===== src/sv/htd_pkg.sv =====
`timescale 1ns / 1ps
`default_nettype none

package htd_pkg;

	// item kinds carried on the input tuser
	typedef enum logic [2:0] {
		OP_TICK     = 3'd0,
		OP_SET_UP   = 3'd1,
		OP_SET_DOWN = 3'd2,
		OP_PWR_UP   = 3'd3,
		OP_PWR_DOWN = 3'd4,
		OP_PAUSE    = 3'd5,
		OP_SAMPLE   = 3'd6
	} op_t;

	// reported status codes
	typedef enum logic [1:0] {
		ST_START   = 2'd0,
		ST_WORKING = 2'd1,
		ST_WARM    = 2'd2,
		ST_PAUSED  = 2'd3
	} status_t;

	localparam logic [6:0] TEMP_MIN     = 7'd30;
	localparam logic [6:0] TEMP_MAX     = 7'd70;
	localparam logic [6:0] TEMP_RESET   = 7'd42;
	localparam logic [6:0] POWER_STEP   = 7'd10;
	localparam logic [6:0] POWER_MAX    = 7'd100;
	localparam logic [6:0] POWER_RESET  = 7'd50;
	localparam logic [3:0] TENTHS_FULL  = 4'd10;
	localparam logic [3:0] TENTHS_RESET = 4'd5;
	localparam logic [8:0] PHASE_FULL   = 9'd256;
	localparam logic [8:0] PHASE_RESET  = 9'd21;

	// on/off split of one drive period, in tenths
	typedef struct packed {
		logic [3:0] on_tenths;
		logic [3:0] off_tenths;
		logic       always_on;
		logic       blanked;
	} ratio_t;

	// power in percent to on/off tenths; p/10 as (p*205)>>11, exact below 1029
	function automatic ratio_t load_ratio(input logic [6:0] power);
		logic [14:0] prod;
		ratio_t      r;
		prod = 15'(power) * 15'd205;
		r.on_tenths  = prod[14:11];
		r.off_tenths = TENTHS_FULL - prod[14:11];
		r.always_on  = 1'b0;
		r.blanked    = 1'b0;
		if (power == 7'd0) begin
			r.on_tenths  = 4'd0;
			r.off_tenths = 4'd0;
			r.blanked    = 1'b1;
		end else if (power >= POWER_MAX) begin
			r.on_tenths  = TENTHS_FULL;
			r.off_tenths = 4'd0;
			r.always_on  = 1'b1;
		end
		return r;
	endfunction

endpackage

`default_nettype wire


===== src/sv/heater_thermostat_triac_drive_top.sv =====
`timescale 1ns / 1ps
`default_nettype none

// Heater thermostat with time-proportional triac drive. Each input transfer is
// a tick, a button event or a temperature sample (kind on s_axis_tuser) and
// yields exactly one result transfer with the drive level and the settings
// after that item. One item per clock: the whole update is done between the
// state registers and the result register in the accepting cycle, and a new
// transfer is taken whenever the result register is empty or being drained.
// Ticks count a phase counter; the on phase lasts on_tenths*TICKS_PER_TENTH+1
// ticks and the off phase off_tenths*TICKS_PER_TENTH+1 ticks while the load
// is cold, and held phases last 256 ticks.
module heater_thermostat_triac_drive_top #(
	parameter int TICKS_PER_TENTH = 20
) (
	input  wire logic        clk,
	input  wire logic        arst_n,
	input  wire logic        s_axis_tvalid,
	output logic             s_axis_tready,
	input  wire logic [15:0] s_axis_tdata,  // raw_sample[15:0]
	input  wire logic [2:0]  s_axis_tuser,  // op[2:0]
	output logic             m_axis_tvalid,
	input  wire logic        m_axis_tready,
	// drive_on[0], setpoint[7:1], power_percent[14:8], measured[26:15],
	// heating[27], status[29:28], zero[31:30]
	output logic [31:0]      m_axis_tdata
);
	import htd_pkg::*;

	// thermostat and drive state
	logic [6:0]  target_q, target_d;
	logic [6:0]  power_q, power_d;
	logic [11:0] temp_q, temp_d;
	ratio_t      ratio_q, ratio_d;
	logic        warm_q, warm_d;
	logic        next_on_q, next_on_d;
	logic        working_q, working_d;
	logic        saved_q, saved_d;
	logic        paused_q, paused_d;
	logic [8:0]  phase_q, phase_d;
	logic        drive_q, drive_d;
	status_t     status_q, status_d;

	logic        out_valid_q;
	logic [31:0] out_data_q;

	logic        in_xfer;
	op_t         op;
	logic [11:0] sample_whole;
	logic [8:0]  on_reload;
	logic [8:0]  off_reload;
	logic        run_rule;

	assign s_axis_tready = !out_valid_q || m_axis_tready;
	assign in_xfer       = s_axis_tvalid && s_axis_tready;
	assign op            = op_t'(s_axis_tuser);

	// sample / 16 truncated toward zero
	assign sample_whole = s_axis_tdata[15:4]
		+ 12'(s_axis_tdata[15] && (s_axis_tdata[3:0] != 4'd0));

	assign on_reload  = 9'(int'(ratio_q.on_tenths) * TICKS_PER_TENTH + 1);
	assign off_reload = 9'(int'(ratio_q.off_tenths) * TICKS_PER_TENTH + 1);

	// next state for one item
	always_comb begin
		target_d  = target_q;
		power_d   = power_q;
		temp_d    = temp_q;
		ratio_d   = ratio_q;
		warm_d    = warm_q;
		next_on_d = next_on_q;
		working_d = working_q;
		saved_d   = saved_q;
		paused_d  = paused_q;
		phase_d   = phase_q;
		drive_d   = drive_q;
		status_d  = status_q;
		run_rule  = 1'b0;

		unique case (op)
			OP_TICK: begin
				if (phase_q > 9'd1) begin
					phase_d = phase_q - 9'd1;
				end else if (ratio_q.always_on) begin
					next_on_d = 1'b1;
					drive_d   = 1'b1;
					phase_d   = PHASE_FULL;
				end else if (ratio_q.blanked) begin
					next_on_d = 1'b0;
					drive_d   = 1'b0;
					phase_d   = PHASE_FULL;
				end else if (!warm_q) begin
					drive_d   = next_on_q;
					next_on_d = !next_on_q;
					phase_d   = next_on_q ? on_reload : off_reload;
				end else begin
					phase_d = PHASE_FULL;
				end
			end
			OP_PAUSE: begin
				if (!paused_q) begin
					saved_d         = working_q;
					working_d       = 1'b0;
					ratio_d.blanked = 1'b1;
					status_d        = ST_PAUSED;
					paused_d        = 1'b1;
				end else begin
					working_d = saved_q;
					ratio_d   = load_ratio(power_q);
					paused_d  = 1'b0;
					run_rule  = 1'b1;
				end
			end
			OP_SAMPLE: begin
				temp_d   = sample_whole;
				run_rule = !paused_q;
			end
			OP_SET_UP: begin
				if (!paused_q) begin
					if (target_q < TEMP_MAX) target_d = target_q + 7'd1;
					run_rule = 1'b1;
				end
			end
			OP_SET_DOWN: begin
				if (!paused_q) begin
					if (target_q > TEMP_MIN) target_d = target_q - 7'd1;
					run_rule = 1'b1;
				end
			end
			OP_PWR_UP: begin
				if (!paused_q) begin
					if (power_q < POWER_MAX) power_d = power_q + POWER_STEP;
					ratio_d  = load_ratio(power_d);
					run_rule = 1'b1;
				end
			end
			OP_PWR_DOWN: begin
				if (!paused_q) begin
					if (power_q > 7'd0) power_d = power_q - POWER_STEP;
					ratio_d  = load_ratio(power_d);
					run_rule = 1'b1;
				end
			end
			default: begin
			end
		endcase

		// on/off thermostat rule
		if (run_rule) begin
			if ($signed(temp_d) < $signed({5'd0, target_d})) begin
				warm_d = 1'b0;
				if (!working_d) begin
					status_d  = ST_WORKING;
					ratio_d   = load_ratio(power_d);
					working_d = 1'b1;
				end
			end else begin
				warm_d = 1'b1;
				if (working_d) begin
					status_d        = ST_WARM;
					ratio_d.blanked = 1'b1;
					working_d       = 1'b0;
				end
			end
		end
	end

	// state registers, updated on each input transfer
	always_ff @(posedge clk or negedge arst_n) begin
		if (!arst_n) begin
			target_q  <= TEMP_RESET;
			power_q   <= POWER_RESET;
			temp_q    <= 12'd0;
			ratio_q   <= '{on_tenths: TENTHS_RESET, off_tenths: TENTHS_RESET,
				always_on: 1'b0, blanked: 1'b0};
			warm_q    <= 1'b0;
			next_on_q <= 1'b0;
			working_q <= 1'b0;
			saved_q   <= 1'b0;
			paused_q  <= 1'b0;
			phase_q   <= PHASE_RESET;
			drive_q   <= 1'b1;
			status_q  <= ST_START;
		end else if (in_xfer) begin
			target_q  <= target_d;
			power_q   <= power_d;
			temp_q    <= temp_d;
			ratio_q   <= ratio_d;
			warm_q    <= warm_d;
			next_on_q <= next_on_d;
			working_q <= working_d;
			saved_q   <= saved_d;
			paused_q  <= paused_d;
			phase_q   <= phase_d;
			drive_q   <= drive_d;
			status_q  <= status_d;
		end
	end

	// result register
	always_ff @(posedge clk or negedge arst_n) begin
		if (!arst_n) begin
			out_valid_q <= 1'b0;
		end else if (in_xfer) begin
			out_valid_q <= 1'b1;
		end else if (m_axis_tready) begin
			out_valid_q <= 1'b0;
		end
	end

	always_ff @(posedge clk) begin
		if (in_xfer) begin
			out_data_q <= {2'b00, status_d, working_d, temp_d, power_d, target_d, drive_d};
		end
	end

	assign m_axis_tvalid = out_valid_q;
	assign m_axis_tdata  = out_data_q;

	// while paused no cycle runs and the status reads paused
	a_paused_idle: assert property (@(posedge clk) disable iff (!arst_n)
		paused_q |-> (!working_q && status_q == ST_PAUSED))
		else $error("paused with a heating cycle active");

	// phase counter never sits at zero and never exceeds a full phase
	a_phase_range: assert property (@(posedge clk) disable iff (!arst_n)
		(phase_q != 9'd0) && (phase_q <= PHASE_FULL))
		else $error("phase counter out of range");

	// setpoint and power stay clamped
	a_settings_range: assert property (@(posedge clk) disable iff (!arst_n)
		(target_q >= TEMP_MIN) && (target_q <= TEMP_MAX) && (power_q <= POWER_MAX))
		else $error("setting out of range");

	// a result that is not taken leaves the state untouched
	a_stall_holds: assert property (@(posedge clk) disable iff (!arst_n)
		(m_axis_tvalid && !m_axis_tready) |=> ($stable(phase_q) && $stable(drive_q)))
		else $error("state changed while result stalled");

endmodule

`default_nettype wire


===== config.mk =====
export PLATFORM = sky130hd
export DESIGN_NAME = heater_thermostat_triac_drive_top
export DESIGN_NICKNAME = d
export VERILOG_FILES = /design/src/sv/htd_pkg.sv /design/src/sv/heater_thermostat_triac_drive_top.sv
export SDC_FILE = /design/constraint.sdc
export NUM_CORES = 1
export LEC_CHECK = 0
export BUFFER_PORTS_ARGS = -buffer_cell sky130_fd_sc_hd__buf_2
export CAP_MARGIN = 20
export CORE_ASPECT_RATIO = 0.8
export CORE_UTILIZATION = 50
export CTS_CLUSTER_DIAMETER = 30
export CTS_CLUSTER_SIZE = 25
export DETAILED_ROUTE_END_ITERATION = 8
export PLACE_DENSITY = 0.68
export REMOVE_ABC_BUFFERS = 1
export SLEW_MARGIN = 10
export SYNTH_ARGS = -nofsm -noshare
export SYNTH_HDL_FRONTEND = slang
export SYNTH_SLANG_ARGS = --single-unit

===== constraint.sdc =====
create_clock -name clk -period 6.75 [get_ports clk]
set_input_delay 1.0125 -clock clk [delete_from_list [all_inputs] [get_ports clk]]
set_output_delay 1.0125 -clock clk [all_outputs]
set_load 0.05 [all_outputs]

==> flow_summary.ini <==
[run_status]
outcome = completed

[clock_network]
path_clk_slew_ns = 0.06
cts_tree = done
cts_root_buf = clkbuf_16
numCtsBuffers = 9
htreeDepth = 3
clk_path_buf_depth = 2
cts_resized = 0
cts.sinks = 82
clock_latency_ns = 0.34
cts_setup_buffers = 0
ctsHoldBuffers = 0

[synthesis]
syn_area_sq_mm = 0.00923
synthCells = 1036
syn_avg_cell_area_sq_um = 8.91
ys_types = 94
ys_seq_area_share_pct = 24.0
synth-seq-cells = 82
synth_flop_cell = dfrtp_1
synth_edf_count = 29
yosys_warnings = 0
async_flop_share_pct = 64.6

[finish]
drive_gt1_share_pct = 12.5
area_growth_syn_to_layout_pct = 8.61
finalInstanceArea_sq_mm = 0.0100
most-common-layout-cells = ha_1 (166), inv_1 (131), nand2_1 (99)
layout.nets = 1296
layout_commonest_cell = ha_1
final_cells = 1315
n_antenna_cell = 0

[floorplan]
io_pins = 57
initial_core_util_pct = 51.0
die_h_um = 124
rows = 44
dieArea_sq_mm = 0.0190
coreArea_sq_mm = 0.0181
die_w_um = 154

[run]
cap_viol_max_count = 0

[worst_hold_path]
hold_path.class = reg2reg
whs_path_depth = 2
hold_start = ratio_q[6]$_DFFE_PN1P_
min_to = ratio_q[6]$_DFFE_PN1P_

[routing]
vias = 7597
detail_route.wl_per_cell_um = 16.5
drc = 0
firstDrtPassIters = 6
route.antenna.remaining_nets = 0
vias_per_cell = 5.78
wirelength_mm = 21.7
drt_iter0_drc = 538

[worst_setup_path]
crit_required_ns = 6.96
cp_slowest_cell = dfstp_2
worstSetupPathType = reg2reg
crit_family = adder cells
crit_start = power_q[4]$_DFFE_PN1P_
timing.rr.end = ratio_q[5]$_DFFE_PN0P_
endpoint_kind = flip-flop
max_stage_delay_ns = 0.64
reg2reg_depth = 26
crit_buf_inv = 5
r2r_slack_ns = 0.39
critPathLaunchType = flip-flop
cpMostUsedCell = inv_1
crit_fanout = 9
cp_data_arrival_time_ns = 6.57
r2r-start = power_q[4]$_DFFE_PN1P_

[placement]
place_ws_ns = 0.233
placed_area_sq_mm = 0.00971
detailed_place_hpwl_mm = 16.9
gp_congestion = 0.931
numPortBuffers = 53
dpl.cell_count = 1299

[timing]
fin_skew_ns = 0.0107
period_needed_ns = 6.36
final.period_utilization_pct = 94.3
setup_viol = 0
max_freq_mhz = 157
tns_ns = 0
relSlewSlack_pct = 50.3
final_max_slew_viol_count = 0
rsz0062_at_grt = false
fin_ws_ns = 0.385
hold_viol_final = 0
tightest_slew_ns = 0.745

[global_routing]
grt_pass1_wl_mm = 35.9
grt_pass1_vias = 7248
grt_max_degree = 54
grt_overflow = 0
track_usage_pct = 23.6
antenna_found_initial = 0
[per-layer routing]
metal,up-vias,GRT usage [%],wire (um)
li1,3754,-,-
met4,0,4.06,212
met1,3584,33.5,10800
met5,-,0,0
met3,21,3.79,1140
met2,238,38.5,9590
[stage by stage]
step / util (%) / hold WS (ns)
2_1_floorplan: - / 0.446
3_3_place_gp: 53.6 / 0.458
3_5_place_dp: 53.6 / 0.463
4_1_cts: 55.2 / 0.477
5_1_grt: 55.4 / 0.490
6_report: 55.4 / 0.477
[kinds of logic after synthesis]
kind of cell / count (synthesis) / share of synthesized area [%]
AND/OR/NAND/NOR: 299 / 16.2
multiplexers: 16 / 1.78
XOR/XNOR: 48 / 4.78
AO/OA/AOI/OAI: 229 / 17.6
other: 1 / 0.0406
adder cells (fa/ha/maj): 193 / 28.3
buffers and inverters: 168 / 7.36
flip-flops: 82 / 24.0
[cells in the mapped netlist, types with 5 or more instances]
cell,instances,area share (%)
or3_1,8,0.54
buf_2,9,0.49
nand2_1,99,4.0
o22ai_1,10,0.68
or4_1,7,0.57
fa_1,26,5.6
a211oi_1,8,0.65
clkbuf_1,17,0.69
o31ai_1,10,0.81
and2_1,12,0.81
a21o_1,9,0.73
nor2_1,66,2.7
nand3_1,20,1.1
and3_1,9,0.61
xor2_1,24,2.3
dfrtp_1,39,11
ha_1,167,23
xnor2_1,22,2.1
o21ai_0,51,2.8
nand2b_1,11,0.75
nand4_1,7,0.47
a21oi_1,33,1.8
edfxtp_1,29,9.4
a31oi_1,19,1.3
o21a_1,9,0.73
a22o_1,5,0.47
or2_2,7,0.47
nor3_1,18,0.98
mux2i_1,13,1.4
inv_1,132,5.4
nor2b_1,8,0.54
dfstp_2,14,4.0
a211o_1,5,0.47
[worst max path at each step]
stage / slack [ns] / depth (start not counted) / to
CTS: 0.21 / 26 / ratio_q[5]$_DFFE_PN0P_
floorplan: 1.02 / 26 / ratio_q[5]$_DFFE_PN0P_
global route: 0.05 / 26 / ratio_q[5]$_DFFE_PN0P_
global placement: 0.42 / 26 / ratio_q[5]$_DFFE_PN0P_
detailed placement: 0.23 / 26 / ratio_q[5]$_DFFE_PN0P_
finish: 0.39 / 26 / ratio_q[5]$_DFFE_PN0P_
[cell type report]
cell class	instances	area, sq um
clock buffer	10	229
multi-input combinational	788	6370
clock inverter	6	66.3
tap	230	288
sequential	82	2210
fill	1650	8090
timing repair buffer	66	363
inverter	133	499
[tightest hold or removal path: stages, from the launching register on]
cell	delay, ns
dfstp_2	0.38
inv_1	0.05
o22ai_1	0.05
[sequential cells by signal (all words and copies together), names as in the netlist]
signal,flops
power_q,6
paused_q,1
ratio_q,10
status_q,2
target_q,7
m_axis_tdata,29
warm_q,1
m_axis_tvalid,1
drive_q,1
temp_q,12
working_q,1
next_on_q,1
phase_q,9
saved_q,1
Power is not shown: default switching activity piles up to over one toggle a cycle in this logic, so the estimate is an artifact.
